<file path="config.mk">
export PLATFORM = sky130hd
export DESIGN_NAME = hid_text_report_to_ascii
export DESIGN_NICKNAME = d
export VERILOG_FILES = /design/src/rtl/hta_pkg.sv /design/src/rtl/hid_text_report_to_ascii.sv /design/src/rtl/hta_parse.sv
export SDC_FILE = /design/constraint.sdc
export NUM_CORES = 1
export LEC_CHECK = 0
export ABC_AREA = 1
export BUFFER_PORTS_ARGS = -buffer_cell sky130_fd_sc_hd__clkbuf_2
export CAP_MARGIN = 15
export CORE_ASPECT_RATIO = 2
export CORE_MARGIN = 4
export CORE_UTILIZATION = 45
export CTS_CLUSTER_DIAMETER = 100
export DETAILED_ROUTE_END_ITERATION = 10
export MAX_ROUTING_LAYER = met4
export PLACE_DENSITY_LB_ADDON = 0.2
export SYNTH_ARGS = -nofsm -noshare
export SYNTH_HDL_FRONTEND = slang
export SYNTH_SLANG_ARGS = --single-unit
</file>
<file path="constraint.sdc">
create_clock -name clk -period 7.7 [get_ports clk]
set_input_delay 0.385 -clock clk [delete_from_list [all_inputs] [get_ports clk]]
set_output_delay 0.385 -clock clk [all_outputs]
set_load 0.005 [all_outputs]
</file>
<file path="src/rtl/hta_pkg.sv">
// Shared constants, types and the key usage to ASCII translation for the text report decoder.
package hta_pkg;

  localparam int LineLen   = 26;
  localparam int ReportLen = 8;
  localparam int KeySlots  = 6;

  localparam logic [7:0] LfChar = 8'd10;
  localparam logic [7:0] CrChar = 8'd13;

  localparam logic [0:0] KindReport = 1'b0;
  localparam logic [0:0] KindChar   = 1'b1;

  // One completed line: the decoded report, which key slots hold a newly pressed key
  // with a character, and the character of each slot.
  typedef struct packed {
    logic [ReportLen-1:0][7:0] report;
    logic [KeySlots-1:0]       fresh;
    logic [KeySlots-1:0][6:0]  code;
  } hta_line_t;

  // Returns 0 when the usage has no translation in the selected table.
  function automatic logic [6:0] key_to_ascii(input logic [7:0] key, input logic shifted);
    logic [6:0] a;
    a = 7'd0;
    if (key >= 8'd4 && key <= 8'd29) begin
      a = shifted ? 7'(key + 8'd61) : 7'(key + 8'd93);
    end else begin
      case (key)
        8'd30:   a = shifted ? 7'd33  : 7'd49;
        8'd31:   a = shifted ? 7'd64  : 7'd50;
        8'd32:   a = shifted ? 7'd35  : 7'd51;
        8'd33:   a = shifted ? 7'd36  : 7'd52;
        8'd34:   a = shifted ? 7'd37  : 7'd53;
        8'd35:   a = shifted ? 7'd94  : 7'd54;
        8'd36:   a = shifted ? 7'd38  : 7'd55;
        8'd37:   a = shifted ? 7'd42  : 7'd56;
        8'd38:   a = shifted ? 7'd40  : 7'd57;
        8'd39:   a = shifted ? 7'd41  : 7'd48;
        8'd40:   a = shifted ? 7'd0   : 7'd10;
        8'd42:   a = shifted ? 7'd0   : 7'd8;
        8'd43:   a = shifted ? 7'd0   : 7'd9;
        8'd44:   a = shifted ? 7'd0   : 7'd32;
        8'd45:   a = shifted ? 7'd95  : 7'd45;
        8'd46:   a = shifted ? 7'd43  : 7'd61;
        8'd47:   a = shifted ? 7'd123 : 7'd91;
        8'd48:   a = shifted ? 7'd125 : 7'd93;
        8'd49:   a = shifted ? 7'd124 : 7'd92;
        8'd51:   a = shifted ? 7'd58  : 7'd59;
        8'd52:   a = shifted ? 7'd34  : 7'd39;
        8'd53:   a = shifted ? 7'd126 : 7'd96;
        8'd54:   a = shifted ? 7'd60  : 7'd44;
        8'd55:   a = shifted ? 7'd62  : 7'd46;
        8'd56:   a = shifted ? 7'd63  : 7'd47;
        // Keypad keys translate the same with or without shift.
        8'd84:   a = 7'd47;
        8'd85:   a = 7'd42;
        8'd86:   a = 7'd45;
        8'd87:   a = 7'd43;
        8'd98:   a = 7'd48;
        8'd99:   a = 7'd46;
        default: a = 7'd0;
      endcase
      if (key >= 8'd89 && key <= 8'd97) begin
        a = 7'(key - 8'd40);
      end
    end
    return a;
  endfunction

endpackage

</file>
<file path="src/rtl/hid_text_report_to_ascii.sv">
// Top level: text line to keyboard report decoder with new-key ASCII output.
// The block takes one character per cycle while in_ready is high. A line is LF, CR
// and 24 characters holding eight hex pairs; the 26th character completes it and
// produces one result with the decoded report, followed by one result per newly
// pressed key that has an ASCII translation, so 1 to 7 results that leave the
// output register one per cycle while out_ready is high. As they drain, characters
// of the next line are still taken; only its 26th character is held off until the
// last result of the previous line is taken. At full speed the drain of a line's
// results overlaps the next line's input; last_of_run marks each line's final result.
module hid_text_report_to_ascii (
  input  logic       clk,
  input  logic       rst,
  input  logic       in_valid,
  output logic       in_ready,
  input  logic [7:0] rx_byte,
  output logic       out_valid,
  input  logic       out_ready,
  output logic       result_kind,
  output logic [7:0] modifier_bits,
  output logic [7:0] reserved_byte,
  output logic [7:0] key_slot_a,
  output logic [7:0] key_slot_b,
  output logic [7:0] key_slot_c,
  output logic [7:0] key_slot_d,
  output logic [7:0] key_slot_e,
  output logic [7:0] key_slot_f,
  output logic [6:0] ascii_char,
  output logic       last_of_run
);

  logic               take;
  logic               at_end;
  logic               done;
  hta_pkg::hta_line_t new_line;

  hta_pkg::hta_line_t held_line;
  logic               report_pending;
  logic [5:0]         key_pending;
  logic [5:0]         key_pending_next;
  logic [2:0]         pick;
  logic               busy;

  assign busy     = report_pending || (key_pending != 6'd0);
  assign in_ready = !(busy && at_end);
  assign take     = in_valid && in_ready;

  hta_parse u_parse (
    .clk     (clk),
    .rst     (rst),
    .take    (take),
    .rx_byte (rx_byte),
    .at_end  (at_end),
    .done    (done),
    .line    (new_line)
  );

  always_comb begin
    pick = 3'd0;
    for (int s = hta_pkg::KeySlots - 1; s >= 0; s--) begin
      if (key_pending[s]) begin
        pick = 3'(s);
      end
    end
  end

  // Clearing the lowest set bit retires the key result now on the port.
  assign key_pending_next = key_pending & (key_pending - 6'd1);

  assign out_valid   = busy;
  assign result_kind = report_pending ? hta_pkg::KindReport : hta_pkg::KindChar;

  always_comb begin
    modifier_bits = 8'd0;
    reserved_byte = 8'd0;
    key_slot_a    = 8'd0;
    key_slot_b    = 8'd0;
    key_slot_c    = 8'd0;
    key_slot_d    = 8'd0;
    key_slot_e    = 8'd0;
    key_slot_f    = 8'd0;
    ascii_char    = 7'd0;
    if (report_pending) begin
      modifier_bits = held_line.report[0];
      reserved_byte = held_line.report[1];
      key_slot_a    = held_line.report[2];
      key_slot_b    = held_line.report[3];
      key_slot_c    = held_line.report[4];
      key_slot_d    = held_line.report[5];
      key_slot_e    = held_line.report[6];
      key_slot_f    = held_line.report[7];
      last_of_run   = (key_pending == 6'd0);
    end else begin
      ascii_char    = held_line.code[pick];
      last_of_run   = (key_pending_next == 6'd0);
    end
  end

  always_ff @(posedge clk) begin
    if (done) begin
      held_line <= new_line;
    end
  end

  always_ff @(posedge clk) begin
    if (rst) begin
      report_pending <= 1'b0;
      key_pending    <= '0;
    end else if (done) begin
      report_pending <= 1'b1;
      key_pending    <= new_line.fresh;
    end else if (out_valid && out_ready) begin
      if (report_pending) begin
        report_pending <= 1'b0;
      end else begin
        key_pending <= key_pending_next;
      end
    end
  end

endmodule

</file>
<file path="src/rtl/hta_parse.sv">
// Line parser: checks the LF CR preamble, decodes the hex pairs and finds the new keys.
module hta_parse (
  input  logic              clk,
  input  logic              rst,
  input  logic              take,
  input  logic [7:0]        rx_byte,
  output logic              at_end,
  output logic              done,
  output hta_pkg::hta_line_t line
);

  logic [4:0]       text_position;
  logic [1:0]       digit_phase;
  logic [2:0]       byte_slot;
  logic [3:0]       first_digit_value;
  logic             first_digit_ok;
  logic [7:0][7:0]  current_report;
  logic [5:0][7:0]  previous_keys;

  logic       hex_ok;
  logic [3:0] hex_val;
  logic       shifted;
  logic [7:0] pair_value;

  always_comb begin
    hex_ok  = 1'b1;
    hex_val = 4'd0;
    if (rx_byte >= 8'h30 && rx_byte <= 8'h39) begin
      hex_val = rx_byte[3:0];
    end else if ((rx_byte >= 8'h61 && rx_byte <= 8'h66) ||
                 (rx_byte >= 8'h41 && rx_byte <= 8'h46)) begin
      hex_val = 4'(rx_byte[2:0] + 3'd1) + 4'd8;
    end else begin
      hex_ok = 1'b0;
    end
  end

  always_comb begin
    pair_value = 8'd0;
    if (first_digit_ok) begin
      pair_value = hex_ok ? {first_digit_value, hex_val} : {4'd0, first_digit_value};
    end
  end

  assign at_end = (text_position == 5'(hta_pkg::LineLen - 1));
  assign done   = take && at_end;

  // The last character of a line is a separator, so the report is already complete here.
  assign shifted = current_report[0][1] | current_report[0][5];

  always_comb begin
    logic held;
    line.report = current_report;
    for (int s = 0; s < hta_pkg::KeySlots; s++) begin
      held = 1'b0;
      for (int k = 0; k < hta_pkg::KeySlots; k++) begin
        held = held | (previous_keys[k] == current_report[2 + s]);
      end
      line.code[s]  = hta_pkg::key_to_ascii(current_report[2 + s], shifted);
      line.fresh[s] = (current_report[2 + s] != 8'd0) && !held && (line.code[s] != 7'd0);
    end
  end

  always_ff @(posedge clk) begin
    if (rst) begin
      text_position     <= '0;
      digit_phase       <= '0;
      byte_slot         <= '0;
      first_digit_value <= '0;
      first_digit_ok    <= 1'b0;
      current_report    <= '0;
      previous_keys     <= '0;
    end else if (take) begin
      if (text_position == 5'd0) begin
        text_position <= (rx_byte == hta_pkg::LfChar) ? 5'd1 : 5'd0;
        digit_phase   <= '0;
        byte_slot     <= '0;
      end else if (text_position == 5'd1) begin
        text_position <= (rx_byte == hta_pkg::CrChar) ? 5'd2 : 5'd1;
        digit_phase   <= '0;
        byte_slot     <= '0;
      end else if (at_end) begin
        for (int s = 0; s < hta_pkg::KeySlots; s++) begin
          previous_keys[s] <= current_report[2 + s];
        end
        current_report    <= '0;
        text_position     <= '0;
        digit_phase       <= '0;
        byte_slot         <= '0;
        first_digit_value <= '0;
        first_digit_ok    <= 1'b0;
      end else begin
        text_position <= text_position + 5'd1;
        case (digit_phase)
          2'd0: begin
            first_digit_ok    <= hex_ok;
            first_digit_value <= hex_ok ? hex_val : 4'd0;
            digit_phase       <= 2'd1;
          end
          2'd1: begin
            current_report[byte_slot] <= pair_value;
            digit_phase               <= 2'd2;
          end
          default: begin
            digit_phase <= 2'd0;
            byte_slot   <= byte_slot + 3'd1;
          end
        endcase
      end
    end
  end

endmodule
</file>
==> results of run 1 <==
[cells in the mapped netlist, types with 8 or more instances]
cell         n  area [µm²]
nor4_1      29       181.4
o211ai_1     8       60.06
clkbuf_1    99       371.6
o21ai_0    175       875.8
nand2_1    985        3697
nor3_4       8       130.1
inv_1      355        1333
xor2_1      48       420.4
dfxtp_1    134        2683
nand3_1    155       775.7
inv_2       20       75.07
buf_4       12       90.09
nor3_1      74       370.4
buf_2       34       170.2
nor2_2      12       75.07
o221ai_1     9       78.83
xnor2_1     83       727.0
a21oi_1    207        1036
edfxtp_1   106        3183
nand4_1    109       681.9
buf_1        8       30.03
o22ai_1     10       62.56
o2111ai_1   19       166.4
nand3b_1     9       67.56
ha_1        59       738.2
nor2_1     356        1336
[flip-flops by register name, indices dropped and copies added, names as in the netlist]
signal and flops:
held_line 106, key_pending 6, report_pending 1, u_parse.byte_slot 3, u_parse.digit_phase 2, u_parse.first_digit_ok 1
u_parse.first_digit_value 4, u_parse.line 64, u_parse.previous_keys 48, u_parse.text_position 5
[logic make-up (layout without fill, tap and decap cells)]
logic type | after synthesis | after routing | synth area share (%)
flops | 240 | 240 | 29.09
other cells | 0 | 2 | 0
fa+ha+maj | 59 | 59 | 3.662
simple gates | 1783 | 1783 | 38.11
buf+inv | 539 | 554 | 10.52
compound gates | 470 | 470 | 12.92
xor+xnor | 131 | 131 | 5.691
[through the flow]
step	instances	area, µm²
6_report	3794	21720
5_1_grt	3794	21720
4_1_cts	3792	21720
3_5_place_dp	3750	20950
3_3_place_gp	3750	20950
2_1_floorplan	3222	20160
[worst max-delay path, cell delays in order (launching register included)]
cell and delay, ps:
dfxtp_4 630, nor2_4 290, inv_2 70, nand2_2 70, nand2_2 160, inv_4 160, nand2_4 460, inv_4 940
buf_4 690, nand3_1 160, o21bai_1 190, a21oi_1 130
[layer usage]
layer | track usage (%) | wire (µm) | vias to the layer above
met5 | - | 0 | -
met4 | 32.71 | 10870 | 0
met3 | 7.959 | 7634 | 615
met2 | 61.33 | 42510 | 1387
met1 | 38.53 | 30280 | 10670
li1 | - | - | 10470
[how the worst min path moves through the flow]
| stage | startpoint | end |
|---|---|---|
| floorplan | u_parse.line[108]$_SDFFE_PP0P_ | held_line[108]$_DFFE_PP_ |
| global placement | u_parse.line[55]$_SDFFE_PP0P_ | held_line[55]$_DFFE_PP_ |
| detailed placement | u_parse.line[55]$_SDFFE_PP0P_ | held_line[55]$_DFFE_PP_ |
| CTS | out_ready | report_pending$_SDFFE_PP0P_ |
| global route | out_ready | report_pending$_SDFFE_PP0P_ |
| finish | out_ready | report_pending$_SDFFE_PP0P_ |
[power groups by stage]
stage                     sequential, µW  clock [µW]  combinational (µW)
final                               1340        1200                 438
after detailed placement            1370           0                 444
after CTS                           1340        1210                 446
after global placement              1370           0                 445
after global routing                1350        1260                 498
after floorplan                     1370           0                 282
[layout by cell type, fill, tap and decap left out, types with 6 or more instances in the layout]
| master | count |
|---|---|
| nor4_1 | 29 |
| nor3_4 | 8 |
| o211ai_1 | 8 |
| o22ai_1 | 10 |
| o21ai_0 | 175 |
| nand3_1 | 155 |
| nor3_1 | 74 |
| o221ai_1 | 9 |
| a21oi_1 | 207 |
| inv_1 | 354 |
| buf_4 | 44 |
| a211oi_1 | 6 |
| clkbuf_16 | 23 |
| inv_2 | 21 |
| xor2_1 | 48 |
| xnor2_1 | 83 |
| edfxtp_1 | 106 |
| o2111ai_1 | 19 |
| nor2_4 | 6 |
| nor2_2 | 12 |
| nand4_1 | 109 |
| or2_2 | 7 |
| nand3b_1 | 9 |
| clkbuf_2 | 86 |
| clkbuf_8 | 6 |
| nand2_1 | 985 |
| ha_1 | 59 |
| nor2_1 | 355 |
| nand2_2 | 6 |
| and3_1 | 7 |
| dfxtp_1 | 133 |
[cell type report]
cell class              count  area, µm²
well taps                 555      694.4
multi-input cells        2443      12190
inverters                 382       1439
clock inverters            11      101.3
repair buffers            130      760.7
flip-flops and latches    240       5869
fillers                  4662      22600
clock buffers              31      665.6
diodes                      2      5.005
==> metrics list, run 1 <==
* Power Total: 2981 µW
- Worst-case vdd ir drop: 204.7 µV
- Yosys cell types: 59
- Counting flops with an async set or reset pin after synthesis yields a share of 0%.
- Relative max-transition margin: between 10% and 20%
* WHS: 182.8 ps
- TritonCTS clock tree: built
- The number of global-route vias before repair is 22.48k.
* Endpoint of the most critical setup path: key_pending[4]$_SDFFE_PP0P_
- Setup slack closes at 3582 ps.
- Counting every net in the synthesized netlist gives 3,293.
* Register area share after synthesis: 29.09%
* Tightest Hold Check Type: input port to flop
- After clock tree synthesis, the flow added hold-fix buffers numbering 0.
- Summed over all failing endpoints, the final setup total negative slack is 0 ps.
- In this run the core area contains 109 standard-cell rows.
* R2R Setup Slk: 3580 ps
- Critical setup path kind: flop to flop
- Buffers placed on the I/O ports in this run total 86.
- Setup violations remaining at the end of the flow were counted as 0.
- STA classifies the critical path startpoint as a flop.
* Reg clk slew, reported paths: 70 ps
- Data required time at the worst endpoint: 8190 ps
* CTS Sinks: 240
- The clock network accounts for about two fifths of the total power.
- Pre-CTS setup slack: 3634 ps
- Worst clock skew: between 10 and 15 ps
- The HPWL after detailed placement is ~66,000 µm.
- DRC violations left: 0
* Crit path launch: report_pending$_SDFFE_PP0P_
- Number of max-cap violations: 0
- In this run the mean area of a mapped cell was 6.257 µm².
- Fin. max-slew vios: 0
- Clock Tree Root: clkbuf_16
- Dividing the detail-routed via count by the number of cells gives slightly above 6.
- Of all nets on the critical path, the largest fanout is 90.
* Initial antenna violation count: 1
- CTS buffer count: 23
* Post-synthesis cell area: 20,160 µm²
- Total number of yosys warnings: 0
* Setup repair after global routing missed its margin: false
* Final number of hold-violating endpoints: 0
- Synthesis produced 3,222 cells.
- Register-to-Register Path Depth: 11
* Destination of the worst register-to-register timing path: key_pending[4]$_SDFFE_PP0P_
- STA classifies the critical path endpoint as a flop.
- Subtracting the final worst setup slack from the clock period gives between 4000 and 5000 ps.
* Synth Flop Type: dfxtp_1
* First-pass GRT wire length: 136,100 µm
- Top-level port count: 87
- Maximum root-to-sink buffer count: 3
* Number of enable-type register cells in the synthesized netlist: 106
* Reg power frac: 45.1%
* Share of layout cells above drive strength 1: approximately 7.6%
* Pin slew with the least headroom to its limit: 1221 ps
* Area of the die: 48,460 µm²
* GR Overflow Total: 0
- Post-CTS Repair Setup Buffers: 0
- After the first detailed-routing iteration, the DRC count stood at between 2k and 3k.
* Static Leak: about 0.011 µW
- CTS-repair resized insts: 0
* Overall routed net length: roughly 90,000 µm
- Area Overhead vs Synth: 7.751%
* Power density relative to cell area: 137.2 nW/µm²
- Final cycle utilization of the critical path: 53.48%
* Outcome: finished, final reports clean
- Start of the worst register-to-register path: report_pending$_SDFFE_PP0P_
* Initial cell density of the core: 45.48%
* H-tree depth: 1
* DR vias: between 20k and 25k
- At the end of the flow, the number of nets in the layout was 3,291.
* Count of state elements after synthesis: 240
* Core outline area: 44,320 µm²
- Internal power comes to 2105 µW.
- At the worst endpoint, the arrival time is 4600 ps.
* Total iterations of the first detailed-routing run: 7
- Pin count of the biggest net entering global routing: 91
- Overall die height: 307.3 µm
- Dividing the detail-routed wire length by the instance count gives 24.06 µm.
* Power share of the combinational group: 14.7%
* Number of cells on the worst hold path: 4
- The later pin in the worst-skew pair is clocked with a latency of approximately 560 ps.
* Maximum frequency from static timing analysis: roughly 240 MHz
* Net switching power of the design: 875.9 µW
- Global router's overall resource usage: 38.03%
* Post-detailed-route count of antenna-violating nets: 0
* Post-route core utilization: ~50%
* Sw frac: between 20 and 30%
- The die is 157.7 µm wide.
- Routability-driven placement finished with a final weighted congestion of 1.120.
Note: power is estimated with default switching activity, not from simulation.
==> run 2, diff against run 1 <==
==> constraint.sdc (replaced) <==
create_clock -name clk -period 3.9 [get_ports clk]
set_input_delay 0.195 -clock clk [delete_from_list [all_inputs] [get_ports clk]]
set_output_delay 0.195 -clock clk [all_outputs]
set_load 0.005 [all_outputs]
==> run 2 against run 1 <==
  * Clock power is 110% higher
  * Worst setup slack worse by 3200 ps
  * Non-clock buffer count is 34 higher
  * Critical endpoint is now key_pending[0]$_SDFFE_PP0P_
  * Highest routed layer unchanged
==> metrics list, run 2 (same netlist as run 1, synthesis figures left out) <==
- Area Overhead vs Synth: 9.260% (was 7.751%)
- Static Leak: 0.01094 µW (was 0.01075 µW)
- The kind of end point of the critical path is a flop (unchanged).
- The final RePlAce weighted congestion was 1.172 (was 1.120).
- Reg clk slew, reported paths: 70 ps (about the same)
- The CTS buffer count was 24 (was 23).
* Met3 Routed Length: 6930 µm (was 7634 µm)
* Core outline area: 44,320 µm² (unchanged)
- GR Overflow Total: 0 (unchanged)
- The worst-case vdd ir drop is 398.7 µV (was 204.7 µV).
* Worst clock skew: 23.47 ps (was 10.92 ps)
- The post-placement worst setup slack came to 541.1 ps (was 3634 ps).
- The number of primary I/O pins was 87 (unchanged).
- The number of hold violations in the final report was 0 (unchanged).
- DR vias/cell: 6.033 (was 6.099)
* Initial cell density of the core: 45.48% (unchanged)
* Post-route core utilization: 49.70% (was 49.01%)
- The clock sink count was 240 (unchanged).
* Most frequent standard cell in the layout excluding fill and tap cells: nand2_1 (unchanged)
- DR vias: 23.10k (was 23.14k)
- Critical-path cell with the highest stage delay: dfxtp_1 (was inv_4)
- Post-layout nets: 3,326 (was 3,291)
- The post-detailed-placement half-perimeter wirelength is 70,610 µm (was 66,170 µm).
- The max capacitance violation total came to 0 (unchanged).
* Arrival time reported for the critical path endpoint: 3920 ps (was 4600 ps)
- Setup repair after global routing missed its margin: false (unchanged).
- Post-detailed-route count of antenna-violating nets: 0 (unchanged)
* Largest register FFs: 106 (unchanged)
* Global router's overall resource usage: 39.66% (was 38.03%)
- The critical path's top delay family was compound AO/OA/AOI/OAI gates (was buffers and inverters).
* Critical path launch point type: flop (unchanged)
- Top sig layer: met4 (unchanged)
* Fin. max-slew vios: 0 (unchanged)
- WP buf/inv: 2 (was 4)
- Register with the highest flop count: held_line (unchanged)
* Final total negative setup slack: 0 ps (unchanged)
- The die boundary width is 157.7 µm (unchanged).
- Maximum frequency from static timing analysis: 286.1 MHz (was 242.8 MHz)
- The data required time of the critical path is 4320 ps (was 8190 ps).
* Overall die height: 307.3 µm (unchanged)
* Port buffer count: 86 (unchanged)
- Clock latency of the later-clocked register in the worst-skew pair: 580 ps (was 560 ps)
* Core Rows: 109 (unchanged)
- The H-tree depth reported by CTS came to 1 (unchanged).
* Final critical delay including setup and external delays: 3495 ps (was 4118 ps)
* Cells along the critical path: inv_1 > ha_1 > inv_1 > nor2_1 > o21ai_1 > nand3_1 > o21ai_0 > nand2_1 > o21ai_0 > nand2_1 > nor2_1 > nand2_1 > nand2_1 > a21oi_1 (was nor2_4 > inv_2 > nand2_2 > nand2_2 > inv_4 > nand2_4 > inv_4 > buf_4 > nand3_1 > o21bai_1 > a21oi_1)
- The clock tree from TritonCTS is built (unchanged).
* Final cycle utilization of the critical path: 89.62% (was 53.48%)
* Total iterations of the first detailed-routing run: 6 (was 7)
- Share of layout cells above drive strength 1: 8.494% (was 7.631%)
- CTS-repair resized insts: 0 (unchanged)
- The first-pass GRT wire length came to 140,100 µm (was 136,100 µm).
* Critical setup path kind: flop to flop (unchanged)
- Overall routed net length: 95,650 µm (was 91,290 µm)
- Tightest Hold Check Type: input port to flop (unchanged)
- Clock Tree Root: clkbuf_16 (unchanged)
- The number of antenna violations at the first check in global routing is 1 (unchanged).
- The largest stage delay on the critical path was 640 ps (was 940 ps).
- Cell repeated most along the worst path: nand2_1
- The number of design rule violations left after detail routing came to 0 (unchanged).
- The met1 layer wirelength in the final routing is 32,240 µm (was 30,280 µm).
* Most frequent cells in the layout: 985 x nand2_1, 355 x nor2_1, 354 x inv_1 (unchanged)
* Maximum root-to-sink buffer count: 3 (unchanged)
- Relative max-transition margin: 25.62% (was 17.87%)
- The routed length on met2 is 45,610 µm (was 42,510 µm).
- The number of global-route vias before repair was 22.79k (was 22.48k).
- The setup-violating endpoint count in the final report is 0 (unchanged).
* Pin slew with the least headroom to its limit: 1112 ps (was 1221 ps)
* Pin count of the biggest net entering global routing: 75 (was 91)
* Highest net fanout along the worst path: 8 (was 90)
- Outcome: finished, final reports clean (unchanged)
- Area of the die: 48,460 µm² (unchanged)
* DRT iter0 DRCs: 2,253 (was 2,538)
* Power density relative to cell area: 274.6 nW/µm² (was 137.2 nW/µm²)
- The final worst-path setup slack was 404.8 ps (was 3582 ps).
- The routed length per instance was 24.98 µm (was 24.06 µm).
- R2R Setup Slk: 400 ps (was 3580 ps)
==> run 2: worst paths after layout <==
| path | start | endpoint | depth (start not counted) |
|---|---|---|---|
| worst max register to register | u_parse.line[64]$_SDFFE_PP0P_ | key_pending[0]$_SDFFE_PP0P_ | 14 |
| worst max-delay path | u_parse.line[64]$_SDFFE_PP0P_ | key_pending[0]$_SDFFE_PP0P_ | 14 |
| worst min-delay path | in_valid | u_parse.text_position[1]$_SDFFE_PP0P_ | 3 |
| worst min register to register | u_parse.line[56]$_SDFFE_PP0P_ | held_line[56]$_DFFE_PP_ | 0 |
==> run 2: area by class of cell <==
| type | count | area [µm²] |
|---|---|---|
| repair buffers | 164 | 1021 |
| multi-input cells | 2443 | 12180 |
| well taps | 555 | 694.4 |
| fillers | 4654 | 22300 |
| diodes | 1 | 2.502 |
| clock inverters | 16 | 172.7 |
| flip-flops and latches | 240 | 5869 |
| inverters | 382 | 1439 |
| clock buffers | 28 | 646.9 |
==> run 2: where the power goes <==
part / total (µW) / switching, µW / leakage (µW) / internal [µW]
clock network: 2490 / 1100 / 0.000401 / 1400
registers: 2660 / 31.7 / 0.00231 / 2620
logic: 899 / 634 / 0.00822 / 265
total: 6050 / 1760 / 0.0109 / 4290
==> run 2: routing by layer <==
| layer | GRT usage (%) | vias up |
|---|---|---|
| met3 | 6.933 | 564 |
| li1 | - | 10530 |
| met1 | 40.27 | 10710 |
| met2 | 65.02 | 1305 |
| met4 | 33.67 | 0 |
| met5 | - | - |
==> run 2: what timing repair did <==
item | 4_1_cts | 5_1_grt
hold buffers | 2 | 0
hold endpoints to repair | 2 | 0
setup buffers | 0 | 0
endpoints found under the setup margin | 0 | 0
==> run 2: stage by stage <==
step           area, µm²  power, µW  hold slack [ps]  std cells
6_report           22030       6049            82.70       3829
5_1_grt            22030       6262            119.4       3829
4_1_cts            22020       6062            80.58       3828
3_5_place_dp       21190       3605            422.1       3782
3_3_place_gp       21190       3590            416.7       3782
2_1_floorplan      20160       3255            367.0       3222
==> run 2: worst register-to-register path: cells and delay by family (launching register included) <==
kind / cells / cell delay, ps
buffers and inverters: 2 / 480
AND/OR/NAND/NOR: 7 / 800
adder cells (fa/ha/maj): 1 / 380
AO/OA/AOI/OAI: 4 / 1070
flip-flops: 1 / 640
